===== config.mk =====
export PLATFORM = sky130hd
export DESIGN_NAME = alert_slot_tracker
export DESIGN_NICKNAME = d
export VERILOG_FILES = /design/src/sv/ast_pkg.sv /design/src/sv/ast_ram.sv /design/src/sv/alert_slot_tracker.sv
export SDC_FILE = /design/constraint.sdc
export NUM_CORES = 2
export LEC_CHECK = 0
export BUFFER_PORTS_ARGS = -buffer_cell sky130_fd_sc_hd__buf_2
export CAP_MARGIN = 30
export CELL_PAD_IN_SITES_DETAIL_PLACEMENT = 1
export CELL_PAD_IN_SITES_GLOBAL_PLACEMENT = 1
export CORE_MARGIN = 1.5
export CORE_UTILIZATION = 47
export DETAILED_ROUTE_END_ITERATION = 8
export HOLD_SLACK_MARGIN = 0.12
export PLACE_DENSITY = 0.8
export SYNTH_ARGS = -nofsm -noshare
export SYNTH_HDL_FRONTEND = slang
export SYNTH_SLANG_ARGS = --single-unit

===== constraint.sdc =====
create_clock -name clk -period 23.6 [get_ports clk]
set_clock_uncertainty 0.15 [all_clocks]
set_input_delay 2.36 -clock clk [delete_from_list [all_inputs] [get_ports clk]]
set_output_delay 2.36 -clock clk [all_outputs]
set_load 0.01 [all_outputs]

===== src/sv/ast_pkg.sv =====
// Package: types, constants and op codes of the alert slot tracker.
`default_nettype none
package ast_pkg;
  localparam int NumSlotsDef = 8;
  localparam logic [19:0] FloorRst = 20'd10000;
  localparam logic [19:0] MaxAgeRst = 20'd10000;
  localparam int SlotW = 24 + 8 + 32 + 32 + 32 + 2 + 1 + 32 + 1;

  typedef enum logic [2:0] {
    OP_OBSERVE = 3'd0,
    OP_WITHDRAW = 3'd1,
    OP_DISMISS = 3'd2,
    OP_FORGET = 3'd3,
    OP_QUERY = 3'd4
  } op_t;

  typedef enum logic [0:0] {
    REG_FLOOR = 1'b0,
    REG_MAX_AGE = 1'b1
  } reg_idx_t;

  typedef struct packed {
    logic [2:0] op;
    logic [31:0] now_ms;
    logic [23:0] addr;
    logic [7:0] addr_qual;
    logic [31:0] obs_key;
    logic [31:0] obs_time_ms;
    logic [31:0] forget_after_ms;
    logic [1:0] level;
  } in_item_t;

  typedef struct packed {
    logic notify;
    logic slot_dismissed;
    logic [1:0] ann_level;
    logic all_dismissed;
  } out_item_t;

  typedef struct packed {
    logic [23:0] addr;
    logic [7:0] tbl;
    logic [31:0] obs_key;
    logic [31:0] seen_ms;
    logic [31:0] keep_ms;
    logic [1:0] level;
    logic falling;
    logic [31:0] falling_since;
    logic dismissed;
  } slot_t;

  typedef enum logic [3:0] {
    ST_IDLE,
    ST_FIND_RD,
    ST_FIND,
    ST_OBS_RD,
    ST_OBS_WR,
    ST_SWEEP_RD,
    ST_SWEEP,
    ST_STAT_RD,
    ST_STAT,
    ST_OUT
  } state_t;
endpackage
`default_nettype wire


===== src/sv/ast_ram.sv =====
// Generic single-port RAM with registered read.
`default_nettype none
module ast_ram #(
  parameter int Width = 8,
  parameter int Depth = 8
) (
  input  wire logic clk,
  input  wire logic we,
  input  wire logic [$clog2(Depth > 1 ? Depth : 2)-1:0] addr,
  input  wire logic [Width-1:0] wdata,
  output logic [Width-1:0] rdata
);
  logic [Width-1:0] mem [Depth];

  always_ff @(posedge clk) begin
    if (we) begin
      mem[addr] <= wdata;
    end
    rdata <= mem[addr];
  end
endmodule
`default_nettype wire


===== src/sv/alert_slot_tracker.sv =====
// Alert slot tracker top level: slot table walk, level logic and config port.
// Usage: one input channel (in_valid/in_stall/in_data) carries an op with its
// target key, times and assessed level; one output channel
// (out_valid/out_stall/out_data) returns exactly one result per op.
// Slot payload lies in one single-port RAM of NUM_SLOTS entries; used bits
// are flip-flops. Each op walks the table slot by slot (read a slot, then
// use its data); an observe search ends early on a key hit. Withdraw,
// dismiss and forget sweep every slot, while query and unused ops run only
// the status pass. The walks over the slot RAM set the rate. The status
// pass (announced level, all dismissed) always runs after the op. Input
// stall is high whenever an op is in work or its result waits. While
// out_stall is high the result holds and no new op is taken. Reset clears
// the used bits and sets the config registers to their defaults at once, so
// the block takes items in the first cycle after reset. Configuration goes
// over the APB-style port (floor at 0x0, max age at 0x4); the user must use
// it only while the block is idle, which the block itself does not enforce.
`default_nettype none
module alert_slot_tracker
  import ast_pkg::*;
#(
  parameter int NUM_SLOTS = NumSlotsDef
) (
  input  wire logic clk,
  input  wire logic rst,
  input  wire logic in_valid,
  output logic in_stall,
  input  wire ast_pkg::in_item_t in_data,
  output logic out_valid,
  input  wire logic out_stall,
  output ast_pkg::out_item_t out_data,
  input  wire logic psel,
  input  wire logic penable,
  input  wire logic pwrite,
  input  wire logic [2:0] paddr,
  input  wire logic [31:0] pwdata,
  output logic [31:0] prdata,
  output logic pready
);
  localparam int IdxW = $clog2(NUM_SLOTS > 1 ? NUM_SLOTS : 2);

  logic [19:0] floor_ms, max_age_ms;
  state_t state, state_next;
  in_item_t cur;
  logic [NUM_SLOTS-1:0] used;
  logic [IdxW-1:0] idx;
  logic [IdxW-1:0] ram_addr;
  logic ram_we;
  slot_t ram_wdata, rd;
  logic [IdxW-1:0] sel;
  logic have_free, have_old;
  logic [IdxW-1:0] free_i, old_i;
  logic [31:0] old_age;
  logic fresh_claim;
  logic [1:0] ann;
  logic any_lvl, all_dis;
  logic notify_r, sdis_r;
  logic last;

  // config port
  assign pready = 1'b1;
  always_ff @(posedge clk) begin
    if (rst) begin
      floor_ms <= FloorRst;
      max_age_ms <= MaxAgeRst;
    end else if (psel && penable && pwrite) begin
      unique case (reg_idx_t'(paddr[2]))
        REG_FLOOR: floor_ms <= pwdata[19:0];
        REG_MAX_AGE: max_age_ms <= pwdata[19:0];
        default: ;
      endcase
    end
  end
  always_comb begin
    unique case (reg_idx_t'(paddr[2]))
      REG_FLOOR: prdata = {12'd0, floor_ms};
      REG_MAX_AGE: prdata = {12'd0, max_age_ms};
      default: prdata = '0;
    endcase
  end

  ast_ram #(.Width(SlotW), .Depth(NUM_SLOTS)) u_ram (
    .clk(clk), .we(ram_we), .addr(ram_addr), .wdata(ram_wdata), .rdata(rd)
  );

  assign last = (idx == IdxW'(NUM_SLOTS - 1));
  wire cur_used = used[idx];
  wire key_hit = cur_used && rd.addr == cur.addr && rd.tbl == cur.addr_qual;
  wire [31:0] age = cur.now_ms - rd.seen_ms;

  // observe: modified slot
  slot_t obs;
  logic notify_c;
  always_comb begin
    logic [31:0] obs_age;
    logic speak;
    obs = rd;
    if (fresh_claim) begin
      obs = '0;
      obs.addr = cur.addr;
      obs.tbl = cur.addr_qual;
      obs.seen_ms = cur.now_ms;
    end
    if (cur.obs_key != obs.obs_key) begin
      obs.obs_key = cur.obs_key;
      obs.seen_ms = cur.now_ms;
    end
    obs.keep_ms = cur.forget_after_ms;
    obs_age = cur.now_ms - cur.obs_time_ms;
    speak = 1'b0;
    if (obs_age <= {12'd0, max_age_ms}) begin
      speak = cur.level > obs.level;
      if (cur.level < obs.level) begin
        if (!obs.falling) begin
          obs.falling = 1'b1;
          obs.falling_since = cur.now_ms;
        end else if (cur.now_ms - obs.falling_since >= {12'd0, floor_ms}) begin
          obs.level = cur.level;
          obs.falling = 1'b0;
        end
      end else begin
        obs.falling = 1'b0;
      end
      if (speak) obs.level = cur.level;
    end
    if (speak) obs.dismissed = 1'b0;
    notify_c = speak && !obs.dismissed;
  end

  // sweep modification for withdraw/dismiss/forget
  slot_t swp;
  logic swp_we, swp_clear;
  always_comb begin
    swp = rd;
    swp_we = 1'b0;
    swp_clear = 1'b0;
    unique case (op_t'(cur.op))
      OP_WITHDRAW: if (key_hit) begin
        swp.level = '0;
        swp.falling = 1'b0;
        swp.dismissed = 1'b0;
        swp_we = 1'b1;
      end
      OP_DISMISS: if (cur_used && rd.level != 2'd0) begin
        swp.dismissed = 1'b1;
        swp_we = 1'b1;
      end
      OP_FORGET: if (cur_used && age > rd.keep_ms) begin
        swp = '0;
        swp_we = 1'b1;
        swp_clear = 1'b1;
      end
      default: ;
    endcase
  end

  always_comb begin
    state_next = state;
    unique case (state)
      ST_IDLE: if (in_valid) begin
        priority if (op_t'(in_data.op) == OP_OBSERVE) state_next = ST_FIND_RD;
        else if (op_t'(in_data.op) == OP_WITHDRAW || op_t'(in_data.op) == OP_DISMISS
                 || op_t'(in_data.op) == OP_FORGET) state_next = ST_SWEEP_RD;
        else state_next = ST_STAT_RD;
      end
      ST_FIND_RD: state_next = ST_FIND;
      ST_FIND: if (key_hit || last) state_next = ST_OBS_RD;
               else state_next = ST_FIND_RD;
      ST_OBS_RD: state_next = ST_OBS_WR;
      ST_OBS_WR: state_next = ST_STAT_RD;
      ST_SWEEP_RD: state_next = ST_SWEEP;
      ST_SWEEP: state_next = last ? ST_STAT_RD : ST_SWEEP_RD;
      ST_STAT_RD: state_next = ST_STAT;
      ST_STAT: state_next = last ? ST_OUT : ST_STAT_RD;
      ST_OUT: if (!out_stall) state_next = ST_IDLE;
      default: state_next = ST_IDLE;
    endcase
  end

  always_comb begin
    ram_we = 1'b0;
    ram_wdata = obs;
    ram_addr = idx;
    unique case (state)
      ST_OBS_RD, ST_OBS_WR: begin
        ram_addr = sel;
        ram_we = (state == ST_OBS_WR);
      end
      ST_SWEEP: begin
        ram_we = swp_we;
        ram_wdata = swp;
      end
      default: ;
    endcase
    in_stall = (state != ST_IDLE);
    out_valid = (state == ST_OUT);
    out_data.notify = notify_r;
    out_data.slot_dismissed = sdis_r;
    out_data.ann_level = ann;
    out_data.all_dismissed = any_lvl && all_dis;
  end

  always_ff @(posedge clk) begin
    if (rst) begin
      state <= ST_IDLE;
      used <= '0;
    end else begin
      state <= state_next;
      if (state == ST_OBS_WR) used[sel] <= 1'b1;
      if (state == ST_SWEEP && swp_clear) used[idx] <= 1'b0;
    end
  end

  always_ff @(posedge clk) begin
    unique case (state)
      ST_IDLE: begin
        cur <= in_data;
        idx <= '0;
        have_free <= 1'b0;
        have_old <= 1'b0;
        notify_r <= 1'b0;
        sdis_r <= 1'b0;
      end
      ST_FIND: begin
        // track first free slot and oldest used slot
        if (key_hit) begin
          sel <= idx;
        end else if (!cur_used) begin
          if (!have_free) begin
            have_free <= 1'b1;
            free_i <= idx;
          end
        end else if (!have_old || age > old_age) begin
          have_old <= 1'b1;
          old_i <= idx;
          old_age <= age;
        end
        if (!key_hit && last) begin
          if (have_free || !cur_used) sel <= have_free ? free_i : idx;
          else if (!have_old || age > old_age) sel <= idx;
          else sel <= old_i;
        end
        fresh_claim <= !key_hit;
        if (!(key_hit || last)) idx <= idx + 1'b1;
      end
      ST_OBS_WR: begin
        notify_r <= notify_c;
        sdis_r <= obs.dismissed;
        idx <= '0;
      end
      ST_SWEEP: idx <= last ? '0 : idx + 1'b1;
      ST_STAT_RD: if (idx == '0) begin
        ann <= '0;
        any_lvl <= 1'b0;
        all_dis <= 1'b1;
      end
      ST_STAT: begin
        if (cur_used) begin
          if (rd.level != 2'd0) begin
            any_lvl <= 1'b1;
            if (!rd.dismissed) all_dis <= 1'b0;
          end
          if (!rd.dismissed && age <= {12'd0, max_age_ms} && rd.level > ann)
            ann <= rd.level;
        end
        if (!last) idx <= idx + 1'b1;
      end
      default: ;
    endcase
  end

  // a result is only shown while the input is stalled
  a_busy: assert property (@(posedge clk) disable iff (rst) out_valid |-> in_stall)
    else $error("result shown while input open");
  a_hold: assert property (@(posedge clk) disable iff (rst)
    out_valid && out_stall |=> out_valid && $stable(out_data))
    else $error("stalled result changed");
  a_notify: assert property (@(posedge clk) disable iff (rst)
    out_valid && out_data.notify |-> out_data.slot_dismissed == 1'b0)
    else $error("notify on dismissed slot");
endmodule
`default_nettype wire

======== Yosys cells after proc, flatten, opt, wreduce, memory -nomap -nowiden ========
Memories as Yosys holds them, arrays and structs flattened. A register that Yosys moved wholly into a read port is not among the register bits.
Index checks and enable logic that the tools add are counted.
operators by class
  add/sub/neg operators ................... 4
  order comparisons ....................... 12
  equal/unequal tests ..................... 32
  muxes and demuxes ....................... 80
  bitwise gates (word level) .............. 6
  reduce and logical (&&, ||, !) cells .... 49
operator list
  operator                                                               count
  164-bit two-way mux                                                    3
  128-bit two-way mux                                                    1
  32-bit two-way mux                                                     3
  32-bit subtractor                                                      3
  32-bit > comparator                                                    2
  32-bit by 20-bit <= comparator with 1-bit output                       2
  64-bit two-way mux                                                     1
  32-bit case mux with 2 select lines                                    1
  4-bit case mux with 10 select lines                                    1
  3-bit two-way mux                                                      12
  35-bit two-way mux                                                     1
  32-bit by 20-bit greater-or-equal comparator with 1-bit output         1
  32-bit inequality test                                                 1
  1-bit two-way mux                                                      27
  2-bit inequality test, second input constant                           13
  24-bit equality test                                                   1
  8-bit two-way mux                                                      3
  2-bit two-way mux                                                      9
  4-bit by 3-bit equality test with 1-bit output, second input constant  4
  4-bit AND reduction                                                    4
  1-bit logical AND                                                      14
  1-bit case mux with 2 select lines                                     7
  3-bit by 2-bit equality test with 1-bit output, second input constant  4
  4-bit two-way mux                                                      3
  31 further kinds                                                       62
storage, ports and cells
  flip-flop bits (word level) ............. 270
  bits in writable memories ............... 1,312
  bits of input ports ..................... 207
  word-level logic and storage cells ...... 209
  memories ................................ 1
memories
  name       depth  width  rd ports  clocked after Yosys merged registers in  write ports  RTL line       text
  u_ram.mem  8      164    1         1                                        1            ast_ram.sv:13  logic [Width-1:0] mem [Depth];

======== Depth between registers and ports, before layout ========
  depth in word-level cells ............... 9
  depth in mapped cells ................... 28
  depth with buffers taken out ............ 25

======== Hierarchy ========
A second synthesis with hierarchy kept.
unflattened totals
  cell total of the unflattened synthesis .. 4,901
  area total of the unflattened synthesis .. 74,028.5 µm²
modules (own cells, without submodules)
  module              times used  cells each  area an instance (µm²)
  ast_ram             1           2,563       52,917.0
  alert_slot_tracker  1           2,338       21,111.5

======== Worst setup path after synthesis ========
No wires, ideal clock.
  kind .................................... reg2reg
  start ................................... register cur[131] (netlist bit)
  end ..................................... memory u_ram.mem[4][0] (netlist bit), enable pin
  arrival ................................. 16.161 ns
  data required time ...................... 22.563 ns
  setup slack ............................. 6.402 ns
  stages on the path, launching flop included .. 23
  buffers on the path ..................... 1
  clock period less this slack ............ 17.198 ns
  cell sequence ........................... edfxtp_1 > ha_1 > nor2b_1 > o31a_1 > o31ai_1 > a211o_1 > a31oi_1 > a311oi_1 > nor3_1 > or3_1 > a21oi_1 > xnor2_1 > ha_1 > nand4_1 > or2_2 > nor4_1 > and3_1 > a21boi_0 > o31ai_1 > clkbuf_1 > o311ai_0 > a21boi_0 > nor3_1
between the ends
  cells in the longest elaborated chain, start to end .. 8
ends and longest elaborated chain
  item                                     RTL line                   text
  from (decl)                              alert_slot_tracker.sv:43   in_item_t cur;
  from (signal assigned)                   alert_slot_tracker.sv:216  cur <= in_data;
  32-bit subtractor                        alert_slot_tracker.sv:88   wire [31:0] age = cur.now_ms - rd.seen_ms;
  via age[29]                              alert_slot_tracker.sv:88
  32-bit > comparator                      alert_slot_tracker.sv:147  OP_FORGET: if (cur_used && age > rd.keep_ms) begin
  1-bit logical AND                        alert_slot_tracker.sv:147
  1-bit two-way mux                        alert_slot_tracker.sv:147
  1-bit case mux with 3 select lines       alert_slot_tracker.sv:136  unique case (op_t'(cur.op))
  1-bit case mux with 2 select lines       alert_slot_tracker.sv:183  unique case (state)
  1-bit two-way mux                        ast_ram.sv:16              if (we) begin
  1-bit two-way mux (implied by the code)  ast_ram.sv:17              mem[addr] <= wdata;
  to (decl)                                ast_ram.sv:13
The timed path passes the listed nets, and every way through them passes these cells.

======== Worst setup path in the final report ========
  start ................................... register cur[131] (netlist bit)
  end ..................................... memory u_ram.mem[2][13] (netlist bit), enable pin
Same word-level chain as after synthesis.

==> impl_metrics.json <==
{
  "syn_area_per_cell_sq_um": 14.08,
  "synth-edff-count": 1530,
  "slew_headroom_pct": 28.31,
  "cts_tree": "yes",
  "multiInputGateArea_sq_um": 20060,
  "place_area_sq_um": 75620,
  "drv_cap": 0,
  "crit_slowest_cell": "buf_4",
  "ys.flop_type": "edfxtp_1",
  "ys.warnings.count": 0,
  "cp-end-kind": "flop",
  "ir_worst_vdd_mv": 0.1137,
  "grt_antenna_before_repair": 8,
  "drc": 0,
  "grt_start_max_net_pins": 125,
  "io_pins": 247,
  "setup_viol": 0,
  "initial_core_util_pct": 47.32,
  "synthArstFlopShare_pct": 0,
  "placementRows": 143,
  "fillers": 14640,
  "crit_fanout": 48,
  "wire_per_inst_microns": 29.96,
  "hold_violations": 0,
  "required_ns": 23.89,
  "fin_area_sq_um": 82190,
  "dp_hpwl_microns": 132800,
  "p_leak_nw": 28.97,
  "slew_violations": 0,
  "cts_root_buf": "clkbuf_16",
  "cts_setup_buffers": 0,
  "dieArea_sq_um": 155300,
  "reg2regPathDepth": 24,
  "postCtsHoldBufs": 0,
  "arrival_ns": 9.80,
  "final_cells": 7549,
  "clock_path_buffers": 3,
  "r2r-end": "u_ram.mem[2][13]",
  "place_congestion": 0.9088,
  "fin_ws_ns": 14.09,
  "via_per_inst": 6.340,
  "finalPower_mw": 10.99,
  "regToRegStartpoint": "cur[131]",
  "hold_path.startpoint": "floor_ms[17]",
  "grt_pass1_wl_microns": 333100,
  "grt_pass1_vias": 51070,
  "die_w_microns": 394.1,
  "htreeDepth": 4,
  "synth-seq-cells": 1746,
  "synth.distinct_cells": 79,
  "fin_nets": 5794,
  "first_pass_iters": 5,
  "setup.worst_path.start_class": "flop",
  "hold_depth": 2,
  "area_delta_synth_final_pct": 14.34,
  "wl_microns": 226200,
  "tightest_slew_ns": 1.064,
  "path_clk_slew_ns": 0.06,
  "path_class": "reg2reg",
  "dp.cells": 7204,
  "tns_ns": 0,
  "overflow": 0,
  "grt_usage_pct": 28.76,
  "synthesis.area_sq_um": 71880,
  "drt_iter0_drc": 4988,
  "syn_inst": 5106,
  "clock-sinks": 1746,
  "seq_area_frac_synth_pct": 69.93,
  "cpPeakStageDelay_ns": 0.86,
  "rsz0062_at_grt": "false",
  "fin_hold_ws_ns": 0.3096,
  "fp.coreArea_sq_um": 151900,
  "crit_chain": "ha_1 > nor2b_1 > o31a_1 > o31ai_1 > a211o_1 > a31oi_1 > a311oi_1 > nor3_1 > or3_1 > a21oi_1 > xnor2_1 > ha_1 > nand4_1 > or2_2 > nor4_1 > and3_1 > a21boi_0 > o31ai_4 > o311ai_0 > a21boi_2 > buf_4 > nor2b_4 > buf_4 > buf_4",
  "route.vias.total": 47860,
  "io_buffer_count": 219,
  "power_density_nw_per_um2": 133.7,
  "fin_crit_sh_pct": 40.31,
  "status": "finished clean",
  "drive_gt1_share_pct": 13.32,
  "min_to": "floor_ms[17]",
  "cts_inserted_buffers": 179,
  "place_ws_ns": 14.25,
  "ant_nets": 0,
  "cts_resized": 0,
  "fin_util_pct": 54.11,
  "post-route-min-period_ns": 9.513,
  "crit_top_cell": "buf_4",
  "reg2reg_slack_ns": 14.09,
  "hold_path.class": "reg2reg",
  "die_h_microns": 394.1,
  "insertion_delay_ns": 0.84,
  "ff_latch_area_sq_um": 50270,
  "fmax_mhz": 105.1
}
## cells in the mapped netlist (31+ instances only)
cell type,count,share of area [%]
clkbuf_1,198,1.0
a211oi_1,47,0.49
nor3_1,57,0.40
nor2_1,198,1.0
xnor2_1,56,0.68
nor2b_1,36,0.31
xor2_1,58,0.71
nand2_1,538,2.8
ha_1,224,3.9
a31oi_1,31,0.27
dfxtp_1,216,6.0
mux4_2,60,1.9
inv_1,205,1.1
nand4_1,126,1.1
a21oi_1,331,2.3
o21ai_0,126,0.88
a221o_1,63,0.88
buf_1,35,0.18
edfxtp_1,1530,64
a22o_1,102,1.2
nand3_1,86,0.60
a21o_1,62,0.65
a22oi_1,356,3.7
## state kept, by name, indices dropped and copies added, names as in the netlist, 2 cells and up
name	flops
u_ram.mem	1312
u_ram.rdata	164
state	4
max_age_ms	20
old_age	32
floor_ms	20
idx	3
sel	3
free_i	3
ann	2
used	8
cur	165
old_i	3
## layout by cell type (no fill, tap or decap), types with 30 or more instances in the layout
master	netlist	final
bufinv_16	0	30
buf_2	7	219
nand2_1	538	536
clkbuf_16	0	182
o21ai_0	126	125
a221o_1	63	63
a21o_1	62	62
edfxtp_1	1530	1530
nand4_1	126	126
nor2b_1	36	30
ha_1	224	224
inv_1	205	204
mux4_2	60	60
a22oi_1	356	356
xnor2_1	56	56
clkbuf_1	198	32
a211oi_1	47	47
nor2_1	198	191
buf_4	18	86
a21oi_1	331	330
dfxtp_1	216	216
a31oi_1	31	31
nand3_1	86	85
xor2_1	58	58
a22o_1	102	102
nor3_1	57	49
## per-layer routing
layer | global-route usage [%] | vias up | share of wire (%)
met5 | 0 | - | 0.027
met2 | 48.80 | 2420 | 50
met1 | 36.66 | 24700 | 39
met4 | 11.78 | 8 | 3.6
met3 | 4.787 | 459 | 7.6
li1 | - | 20270 | -
## area by class of cell
cell class / instances / area share (%)
Sequential cell: 1746 / 61.16
Multi-Input combinational cell: 2906 / 24.40
Clock buffer: 240 / 6.123
Tap cell: 2030 / 3.090
Timing Repair Buffer: 320 / 2.524
Clock inverter: 97 / 1.735
Inverter: 207 / 0.9545
Antenna cell: 3 / 0.009134
## where the power goes
part / total, mW / switching (mW) / internal [mW]
Sequential: 4.25 / 0.272 / 3.97
Combinational: 3.65 / 2.42 / 1.23
Clock: 3.10 / 1.26 / 1.84
Total: 11.0 / 3.95 / 7.04
## worst max path at each step
stage	endpoint	slack, ns	from
floorplan	u_ram.mem[4][0]	6.40	cur[131]
global placement	u_ram.mem[2][1]	14.34	cur[131]
detailed placement	u_ram.mem[2][53]	14.25	cur[131]
CTS	u_ram.mem[2][13]	14.25	cur[131]
global route	u_ram.mem[2][68]	13.70	cur[131]
finish	u_ram.mem[2][13]	14.09	cur[131]
## worst max-delay path: cells and delay by family, from the launching register on
| kind | cells | cell delay [ns] |
|---|---|---|
| flops | 1 | 0.68 |
| fa+ha+maj | 2 | 0.70 |
| simple gates | 8 | 2.42 |
| compound gates | 10 | 2.89 |
| xor+xnor | 1 | 0.23 |
| buf+inv | 3 | 1.91 |
## logic make-up (layout without fill, tap and decap cells)
family | Yosys count | after routing | share of synthesized area, %
buffers and inverters | 465 | 864 | 2.534
flip-flops | 1746 | 1746 | 69.93
adder cells (fa/ha/maj) | 227 | 227 | 3.983
multiplexers | 80 | 80 | 2.178
XOR/XNOR | 114 | 114 | 1.389
other | 2 | 16 | 0.01045
AND/OR/NAND/NOR | 1170 | 1170 | 7.485
AO/OA/AOI/OAI | 1302 | 1302 | 12.49
(Power assumes the default switching activity.)
